### src/rtl/fbfl_pkg.sv
`default_nettype none
// ----------------------------------------------------------------------------
// fbfl_pkg
// Field widths and codes shared by the block allocator and its channels.
// ----------------------------------------------------------------------------
package fbfl_pkg;

  localparam int REQ_W    = 2;
  localparam int IDX_W    = 8;
  localparam int STATUS_W = 2;
  localparam int OFS_W    = 20;
  localparam int FCNT_W   = 8;

  localparam int COUNT_W  = 9;
  localparam int SIZE_W   = 13;
  localparam int CFG_IDX_W = 1;
  localparam int CFG_W    = SIZE_W;

  // request codes
  localparam logic [REQ_W-1:0] REQ_ALLOC = 2'd0;
  localparam logic [REQ_W-1:0] REQ_FREE  = 2'd1;
  localparam logic [REQ_W-1:0] REQ_INIT  = 2'd2;

  // status codes
  localparam logic [STATUS_W-1:0] ST_OK      = 2'd0;
  localparam logic [STATUS_W-1:0] ST_EMPTY   = 2'd1;
  localparam logic [STATUS_W-1:0] ST_BAD_IDX = 2'd2;

  // register indexes
  localparam logic [CFG_IDX_W-1:0] CFG_NUM_BLOCKS = 1'b0;
  localparam logic [CFG_IDX_W-1:0] CFG_BLK_BYTES  = 1'b1;

  localparam logic [COUNT_W-1:0] COUNT_RESET = 9'd256;
  localparam logic [SIZE_W-1:0]  SIZE_RESET  = 13'd8;
  localparam logic [SIZE_W-1:0]  SIZE_LIMIT  = 13'd4096;

endpackage : fbfl_pkg
`default_nettype wire

### src/rtl/fbfl_req_if.sv
`default_nettype none
// ----------------------------------------------------------------------------
// fbfl_req_if
// Request channel: allocate, free or reinitialise, with the block to free.
// ----------------------------------------------------------------------------
interface fbfl_req_if;
  import fbfl_pkg::*;

  logic             valid;
  logic             ready;
  logic [REQ_W-1:0] req_type;
  logic [IDX_W-1:0] block_index;

  modport source (output valid, output req_type, output block_index, input ready);
  modport sink   (input valid, input req_type, input block_index, output ready);

endinterface : fbfl_req_if
`default_nettype wire

### src/rtl/fbfl_rsp_if.sv
`default_nettype none
// ----------------------------------------------------------------------------
// fbfl_rsp_if
// Response channel: status, granted block, its byte offset and free count.
// ----------------------------------------------------------------------------
interface fbfl_rsp_if;
  import fbfl_pkg::*;

  logic                valid;
  logic                ready;
  logic [STATUS_W-1:0] status;
  logic [IDX_W-1:0]    granted_index;
  logic [OFS_W-1:0]    byte_offset;
  logic [FCNT_W-1:0]   free_count;

  modport source (output valid, output status, output granted_index,
                  output byte_offset, output free_count, input ready);
  modport sink   (input valid, input status, input granted_index,
                  input byte_offset, input free_count, output ready);

endinterface : fbfl_rsp_if
`default_nettype wire

### src/rtl/fixed_block_free_list_allocator.sv
`default_nettype none
// ----------------------------------------------------------------------------
// fixed_block_free_list_allocator
// Fixed-size block pool held as a LIFO free list of next-links in a link
// memory, with a head register and a running free counter.
// ----------------------------------------------------------------------------
//  channel | dir | fields                                          | beat when
//  --------+-----+-------------------------------------------------+-------------
//  req     | in  | req_type, block_index                           | valid&ready
//  rsp     | out | status, granted_index, byte_offset, free_count  | valid&ready
//  cfg     | in  | cfg_index, cfg_wdata                            | cfg_we
//
//  Allocate, free and no-op are accepted, then committed into the response
//  register, with the registered link memory read between.
//  Reset, a register write and a reinitialise request run an init pass over
//  the link memory, one entry a cycle for the effective block count (256 after
//  reset); req.ready is low meanwhile. A reinitialise response is committed
//  after the pass. A held response stalls the commit, not the request accept.
// ----------------------------------------------------------------------------
module fixed_block_free_list_allocator #(
  parameter int MAX_BLOCKS   = 256,
  parameter int HEADER_BYTES = 8
) (
  input  wire                             clk,
  input  wire                             rst,
  fbfl_req_if.sink                        req,
  fbfl_rsp_if.source                      rsp,
  input  wire                             cfg_we,
  input  wire [fbfl_pkg::CFG_IDX_W-1:0]   cfg_index,
  input  wire [fbfl_pkg::CFG_W-1:0]       cfg_wdata
);
  import fbfl_pkg::*;

  localparam int IW = $clog2(MAX_BLOCKS);      // block index width
  localparam int LW = $clog2(MAX_BLOCKS + 1);  // link / count width
  localparam int PW = IW + SIZE_W;             // offset product width
  localparam logic [LW-1:0] END_MARK = LW'(MAX_BLOCKS);

  typedef enum logic [1:0] {S_INIT, S_IDLE, S_EXEC} state_t;

  state_t              state;
  logic [IW-1:0]       init_ptr;
  logic                init_resp;
  logic [IW-1:0]       head;
  logic [IW-1:0]       free_counter;
  logic [COUNT_W-1:0]  num_blocks;
  logic [SIZE_W-1:0]   blk_bytes;
  logic [REQ_W-1:0]    req_q;
  logic [IDX_W-1:0]    idx_q;

  logic                out_valid;
  logic [STATUS_W-1:0] out_status;
  logic [IDX_W-1:0]    out_granted;
  logic [OFS_W-1:0]    out_offset;
  logic [FCNT_W-1:0]   out_fcount;

  logic [LW-1:0]       link_mem [MAX_BLOCKS];
  logic [LW-1:0]       rd_data;
  logic                mem_we;
  logic                mem_re;
  logic [IW-1:0]       mem_waddr;
  logic [LW-1:0]       mem_wdata;

  logic [LW-1:0]       eff_count;
  logic [IW-1:0]       init_last;
  logic [SIZE_W-1:0]   size_sat;
  logic [SIZE_W-1:0]   aligned;
  logic [PW-1:0]       prod;
  logic [OFS_W-1:0]    offset;
  logic                slot_free;
  logic                bad_idx;
  logic                empty;
  logic                commit;

  logic [STATUS_W-1:0] status_next;
  logic [IDX_W-1:0]    granted_next;
  logic [OFS_W-1:0]    offset_next;
  logic [IW-1:0]       fcount_next;
  logic [IW-1:0]       head_next;

  // effective count saturated to 2..MAX_BLOCKS, size to 1..4096
  always_comb begin
    if (32'(num_blocks) < 32'd2) begin
      eff_count = LW'(2);
    end else if (32'(num_blocks) > 32'(MAX_BLOCKS)) begin
      eff_count = LW'(MAX_BLOCKS);
    end else begin
      eff_count = LW'(num_blocks);
    end
    if (blk_bytes == '0) begin
      size_sat = SIZE_W'(1);
    end else if (blk_bytes > SIZE_LIMIT) begin
      size_sat = SIZE_LIMIT;
    end else begin
      size_sat = blk_bytes;
    end
  end

  assign aligned   = (size_sat + SIZE_W'(7)) & ~SIZE_W'(7);
  assign init_last = IW'(eff_count - LW'(1));
  assign prod      = PW'(head) * PW'(aligned);
  assign offset    = OFS_W'(32'(prod) + 32'(HEADER_BYTES));
  assign slot_free = !out_valid || rsp.ready;
  assign bad_idx   = (32'(idx_q) + 32'd1) >= 32'(eff_count);
  assign empty     = rd_data >= END_MARK;
  assign commit    = (state == S_EXEC) && slot_free;

  assign req.ready = (state == S_IDLE);
  assign mem_re    = req.valid && req.ready && (req.req_type == REQ_ALLOC);
  assign mem_we    = (state == S_INIT) ||
                     ((state == S_EXEC) && slot_free && (req_q == REQ_FREE) && !bad_idx);
  assign mem_waddr = (state == S_INIT) ? init_ptr : IW'(idx_q);

  always_comb begin
    if (state == S_INIT) begin
      mem_wdata = (init_ptr == init_last) ? END_MARK : LW'(init_ptr) + LW'(1);
    end else begin
      mem_wdata = LW'(head);
    end
  end

  // response and list update for the request held in req_q / idx_q
  always_comb begin
    status_next  = ST_OK;
    granted_next = '0;
    offset_next  = '0;
    fcount_next  = free_counter;
    head_next    = head;
    case (req_q)
      REQ_ALLOC: begin
        if (empty) begin
          status_next = ST_EMPTY;
        end else begin
          granted_next = IDX_W'(head);
          offset_next  = offset;
          head_next    = IW'(rd_data);
          if (free_counter != '0) begin
            fcount_next = free_counter - IW'(1);
          end
        end
      end
      REQ_FREE: begin
        if (bad_idx) begin
          status_next = ST_BAD_IDX;
        end else begin
          head_next = IW'(idx_q);
          // double free is not caught; the count saturates
          if (free_counter != init_last) begin
            fcount_next = free_counter + IW'(1);
          end
        end
      end
      default: begin
        status_next = ST_OK;
      end
    endcase
  end

  // link memory: one write port, one registered read port at the head
  always_ff @(posedge clk) begin
    if (mem_we) begin
      link_mem[mem_waddr] <= mem_wdata;
    end
    if (mem_re) begin
      rd_data <= link_mem[head];
    end
  end

  always_ff @(posedge clk) begin
    if (rst) begin
      state        <= S_INIT;
      init_ptr     <= '0;
      init_resp    <= 1'b0;
      head         <= '0;
      free_counter <= '0;
      num_blocks   <= COUNT_RESET;
      blk_bytes    <= SIZE_RESET;
      out_valid    <= 1'b0;
    end else begin
      if (commit && !cfg_we) begin
        out_valid <= 1'b1;
      end else if (rsp.ready) begin
        out_valid <= 1'b0;
      end
      if (cfg_we) begin
        unique case (cfg_index)
          CFG_NUM_BLOCKS: num_blocks <= cfg_wdata[COUNT_W-1:0];
          CFG_BLK_BYTES:  blk_bytes  <= cfg_wdata;
          default:        blk_bytes  <= cfg_wdata;
        endcase
        state     <= S_INIT;
        init_ptr  <= '0;
        init_resp <= 1'b0;
      end else begin
        unique case (state)
          S_INIT: begin
            if (init_ptr == init_last) begin
              head         <= '0;
              free_counter <= init_last;
              state        <= init_resp ? S_EXEC : S_IDLE;
            end else begin
              init_ptr <= init_ptr + IW'(1);
            end
          end
          S_IDLE: begin
            if (req.valid) begin
              req_q <= req.req_type;
              idx_q <= req.block_index;
              if (req.req_type == REQ_INIT) begin
                state     <= S_INIT;
                init_ptr  <= '0;
                init_resp <= 1'b1;
              end else begin
                state <= S_EXEC;
              end
            end
          end
          S_EXEC: begin
            if (slot_free) begin
              out_status   <= status_next;
              out_granted  <= granted_next;
              out_offset   <= offset_next;
              out_fcount   <= FCNT_W'(fcount_next);
              free_counter <= fcount_next;
              head         <= head_next;
              init_resp    <= 1'b0;
              state        <= S_IDLE;
            end
          end
          default: state <= S_INIT;
        endcase
      end
    end
  end

  assign rsp.valid         = out_valid;
  assign rsp.status        = out_status;
  assign rsp.granted_index = out_granted;
  assign rsp.byte_offset   = out_offset;
  assign rsp.free_count    = out_fcount;

  // free counter never exceeds the allocatable blocks outside the init pass
  a_fcount_bound: assert property (@(posedge clk) disable iff (rst)
    (state != S_INIT) |-> (32'(free_counter) < 32'(eff_count)))
    else $error("free counter above pool size");

  // head always points into the pool, sentinel included
  a_head_bound: assert property (@(posedge clk) disable iff (rst)
    (state != S_INIT) |-> (32'(head) < 32'(eff_count)))
    else $error("head outside pool");

  // one request at a time: an accepted beat drops ready next cycle
  a_one_at_a_time: assert property (@(posedge clk) disable iff (rst)
    (req.valid && req.ready && !cfg_we) |=> !req.ready)
    else $error("request accepted while busy");

endmodule : fixed_block_free_list_allocator
`default_nettype wire
### src/flat_wrapper.sv
// flat-port wrapper written by rule: the top's interface ports become plain ports
module fixed_block_free_list_allocator_flat import fbfl_pkg::*;
#(
  parameter int MAX_BLOCKS   = 256,
  parameter int HEADER_BYTES = 8
)
  (clk, rst, cfg_we, cfg_index, cfg_wdata, req_valid, req_req_type, req_block_index, req_ready, rsp_valid, rsp_status, rsp_granted_index, rsp_byte_offset, rsp_free_count, rsp_ready);
  fbfl_req_if req_i ();
  fbfl_rsp_if rsp_i ();
  input  wire clk;
  input  wire rst;
  input  wire cfg_we;
  input  wire [fbfl_pkg::CFG_IDX_W-1:0] cfg_index;
  input  wire [fbfl_pkg::CFG_W-1:0] cfg_wdata;
  input wire logic [$bits(req_i.valid)-1:0] req_valid;
  input wire logic [$bits(req_i.req_type)-1:0] req_req_type;
  input wire logic [$bits(req_i.block_index)-1:0] req_block_index;
  output wire logic [$bits(req_i.ready)-1:0] req_ready;
  output wire logic [$bits(rsp_i.valid)-1:0] rsp_valid;
  output wire logic [$bits(rsp_i.status)-1:0] rsp_status;
  output wire logic [$bits(rsp_i.granted_index)-1:0] rsp_granted_index;
  output wire logic [$bits(rsp_i.byte_offset)-1:0] rsp_byte_offset;
  output wire logic [$bits(rsp_i.free_count)-1:0] rsp_free_count;
  input wire logic [$bits(rsp_i.ready)-1:0] rsp_ready;
  assign req_i.valid = req_valid;
  assign req_i.req_type = req_req_type;
  assign req_i.block_index = req_block_index;
  assign req_ready = req_i.ready;
  assign rsp_valid = rsp_i.valid;
  assign rsp_status = rsp_i.status;
  assign rsp_granted_index = rsp_i.granted_index;
  assign rsp_byte_offset = rsp_i.byte_offset;
  assign rsp_free_count = rsp_i.free_count;
  assign rsp_i.ready = rsp_ready;
  fixed_block_free_list_allocator #(.MAX_BLOCKS(MAX_BLOCKS), .HEADER_BYTES(HEADER_BYTES)) u_core (.clk(clk), .rst(rst), .req(req_i), .rsp(rsp_i), .cfg_we(cfg_we), .cfg_index(cfg_index), .cfg_wdata(cfg_wdata));
endmodule
### config.mk
export PLATFORM = sky130hd
export DESIGN_NAME = fixed_block_free_list_allocator_flat
export DESIGN_NICKNAME = d
export VERILOG_FILES = /design/src/rtl/fbfl_pkg.sv /design/src/rtl/fbfl_req_if.sv /design/src/rtl/fbfl_rsp_if.sv /design/src/rtl/fixed_block_free_list_allocator.sv /design/src/flat_wrapper.sv
export SDC_FILE = /design/constraint.sdc
export NUM_CORES = 2
export LEC_CHECK = 0
export BUFFER_PORTS_ARGS = -buffer_cell sky130_fd_sc_hd__buf_2
export CORE_MARGIN = 10
export CORE_UTILIZATION = 45
export CTS_CLUSTER_SIZE = 24
export DETAILED_ROUTE_END_ITERATION = 7
export GPL_TIMING_DRIVEN = 0
export PLACE_DENSITY = 0.65
export SLEW_MARGIN = 25
export SYNTH_ARGS = -nofsm -noshare
export SYNTH_HDL_FRONTEND = slang
export SYNTH_SLANG_ARGS = --single-unit
### constraint.sdc
create_clock -name clk -period 45.2 [get_ports clk]
set_clock_uncertainty 0.1 [all_clocks]
set_input_delay 2.26 -clock clk [delete_from_list [all_inputs] [get_ports clk]]
set_output_delay 2.26 -clock clk [all_outputs]
set_load 0.01 [all_outputs]
==> results.txt <==
Design Area, Final - 111000 um^2
fin. max-slew vios - 0
TNS Setup - 0 ns
GRT overflow - 0
layout cell share with drive strength beyond 1 - 28.3%
worst skew pair latency - 0.89 ns
kind of critical path - reg -> reg
Power per Cell Area - 39.7 nW/um^2
hold path startpoint - u_core.blk_bytes[0]
FF+latch count, synth - 2408
Cell variety after synth - 69
DR vias/cell - 6.12
CTS clk-pin slew, worst paths - 0.06 ns
cells along the critical path - clkbuf_1 -> clkbuf_2 -> clkbuf_1 -> clkbuf_1 -> clkbuf_1 -> nand2_1 -> fa_1 -> fa_1 -> fa_1 -> inv_1 -> ha_1 -> clkbuf_1 -> a21o_1 -> a21o_1 -> nor2_1 -> o311ai_0 -> and4bb_2 -> nand4_1 -> o311a_1 -> a21o_1
combinational cell fraction of total power - 0.9%
R2R Setup Slk - 37.25 ns
run status - finished, final reports clean
Peak VDD IR - 0.0000353 V
min Tclk post-route - 7.95 ns
register area share after synthesis - 73.9%
Worst EP arrival - 8.44 ns
Setup Viol. Count Final - 0
hold slack final - 0.360 ns
Critical Path RT - 45.70 ns
CTS tree - yes
Area Growth Syn to Fin - 14.6%
Final WS setup - 37.25 ns
RSZ-0062 raised after global routing - false
largest net degree at the start of global routing - 72
Max Clk Rate - 126 MHz
vias in the first global route - 49400
clock buffer count from CTS - 236
GRT Overall Usage - 21.9%
final hold violation count - 0
first-pass GRT wire length - 372 mm
Netlist Area Pre-Place - 97200 um^2
Worst Hold Path EP - u_core.blk_bytes[0]
reg-to-reg endpoint - u_core.rsp.byte_offset[19]
initial drt markers - 6715
actual slew at the worst max-slew pin - 1.22 ns
post-placement setup slack - 37.34 ns
Hold-fix buffers, CTS - 0
Flop pwr share - 55.0%
worst hold path class - reg -> reg
clock power share - 44.1%
NumNets Final - 5187
clk buf depth - 3
routability congestion estimate - 0.866
postcts setup bufs - 0
ys async rst share - 0%
core box area - 215000 um^2
FP Rows - 170
Avg Inst Size Synth - 21.0 um^2
Syn Inst Count - 4618
R2R depth - 20
Pre-antenna DRT Iters - 8
post-cts resize count - 0
Worst Setup Start Kind - flop
Psw - 892 uW
switch share - 20.2%
cell mode on critical path - clkbuf_1
critical-path maximum fanout - 10
Sink Count - 2408
Design Power - 4420 uW
# H-tree levels - 4
Routed WL per cell - 32.3 um
Pleak - 0.0332 uW
crit share post-route - 17.6%
DP Wirelength - 183 mm
RR Startpoint - u_core.head[1]
Initial Util - 45.2%
initial antenna violation count - 11
Worst slew margin - 18.8%
Root Buffer - clkbuf_16
CP max stage delay - 0.85 ns
antenna-violating nets left - 0
Placed Area - 104000 um^2
max_cap viols - 0
IO buf count - 65
die area - 235000 um^2
Crit-path slowest cell - clkbuf_1
Ports - 69
DRC Markers - 0
die width - 485 um
EDFF count, synth - 2358
Syn. warnings - 0
Routed WL - 262 mm
Internal - 3520 uW
ys flop type - edfxtp_1
Crit. End Element - flop
vias - 49600
Worst Hold Depth - 2
Die Ht - 485 um
## per-stage QoR
| step | util, % | cells |
|---|---|---|
| floorplan | - | 4620 |
| global placement | 47.0 | 7523 |
| detailed placement | 48.2 | 7658 |
| CTS | 51.8 | 8095 |
| global route | 51.8 | 8097 |
| finish | 51.8 | 8104 |
## worst max path at each step
stage	from	end	slack (ns)	cells past startpoint
2_1_floorplan	u_core.num_blocks[3]	u_core.link_mem[0][4]	29.58	12
3_3_place_gp	u_core.num_blocks[3]	u_core.link_mem[228][3]	15.45	12
3_5_place_dp	u_core.head[1]	u_core.rsp.byte_offset[19]	37.34	20
4_1_cts	u_core.head[1]	u_core.rsp.byte_offset[19]	37.28	20
5_1_grt	u_core.head[1]	u_core.rsp.byte_offset[19]	36.83	20
6_report	u_core.head[1]	u_core.rsp.byte_offset[19]	37.25	20
## power by group through the flow
stage                     sequential, uW  combinational [uW]  clock [uW]
after floorplan                     2480                18.4           0
after global placement              2490                33.2           0
after detailed placement            2480                38.8           0
after CTS                           2430                38.8        1960
after global routing                2430                41.8        2060
final                               2430                39.6        1950
## sequential cells by signal (all words and copies together), names as in the netlist
signal	cells
u_core.rsp.granted_index	8
u_core.rsp.status	2
u_core.state	2
u_core.head	8
u_core.link_mem	2304
u_core.idx_q	8
u_core.init_ptr	8
u_core.init_resp	1
u_core.req_q	2
u_core.rsp.byte_offset	17
u_core.rsp.valid	1
u_core.rd_data	9
u_core.num_blocks	9
u_core.rsp.free_count	8
u_core.blk_bytes	13
u_core.free_counter	8
## per-layer routing
layer,vias up,track usage (%),routed length [um]
met5,-,0,116
met4,12,8.31,11100
met3,488,5.56,26400
met2,2689,33.9,122000
met1,26500,30.2,102000
li1,20000,-,-
## placed cells by master (no fill, tap or decap), types with 19 or more instances in the layout
cell       instances
a21oi_1           60
a22oi_1           20
and2_1            77
buf_1             19
buf_16            32
buf_2            107
buf_6             72
buf_8             24
bufinv_16         21
clkbuf_1         179
clkbuf_16        236
clkbuf_2          69
clkinv_1          57
clkinv_2          49
dfxtp_1           50
edfxtp_1        2358
fa_1              47
ha_1              52
inv_1             71
mux4_2           756
nand2_1          150
nand3_1           24
nor2_1           285
nor2_2            33
o21ai_0           41
or3_1             19
xnor2_1           41
## kinds of logic (layout without fill, tap and decap cells)
logic type               count (synthesis)  in the layout  synth area share (%)
buffers and inverters                  345            983                  1.38
XOR/XNOR                                58             58                 0.523
other                                    1             11               0.00386
multiplexers                           768            768                  17.6
flip-flops                            2408           2408                  73.9
adder cells (fa/ha/maj)                 99             99                  1.64
AO/OA/AOI/OAI                          211            211                  1.44
AND/OR/NAND/NOR                        728            728                  3.49
## synthesized netlist by cell type (all sizes together), types with 9 or more instances
cell type	n	area (um^2)
edfxtp	2358	70800
nand2b	15	93.8
clkbuf	198	743
a211oi	9	80.1
or3	19	119
and2	77	482
or4	12	93.8
buf	74	322
a22oi	20	150
nor2b	13	81.3
a21oi	60	300
nand3	30	150
nand2	153	574
ha	52	651
xor2	17	149
a21o	10	75.1
nand3b	17	128
mux2i	12	120
and3	10	62.6
nand4	11	68.8
nor4	12	87.6
nor3	18	90.1
o21ai	43	215
xnor2	41	359
inv	72	270
fa	47	941
dfxtp	50	1000
o31ai	14	105
mux4	756	17000
nor2	320	1200
## area by class of cell
| class | instances | area (um^2) |
|---|---|---|
| Antenna cell | 8 | 20.0 |
| Clock inverter | 157 | 1560 |
| Timing Repair Buffer | 201 | 2550 |
| Clock buffer | 280 | 6090 |
| Inverter | 73 | 274 |
| Fill cell | 16600 | 103000 |
| Multi-Input combinational cell | 1867 | 24300 |
| Buffer | 272 | 1180 |
| Sequential cell | 2408 | 71800 |
| Tap cell | 2838 | 3550 |
## critical path: cells and delay by family, from the launching register on
family	cells	cell delay, ns
AND/OR/NAND/NOR	4	0.81
adder cells (fa/ha/maj)	4	1.76
flip-flops	1	0.33
buffers and inverters	7	3.17
AO/OA/AOI/OAI	5	1.46
(Power assumes the default switching activity.)
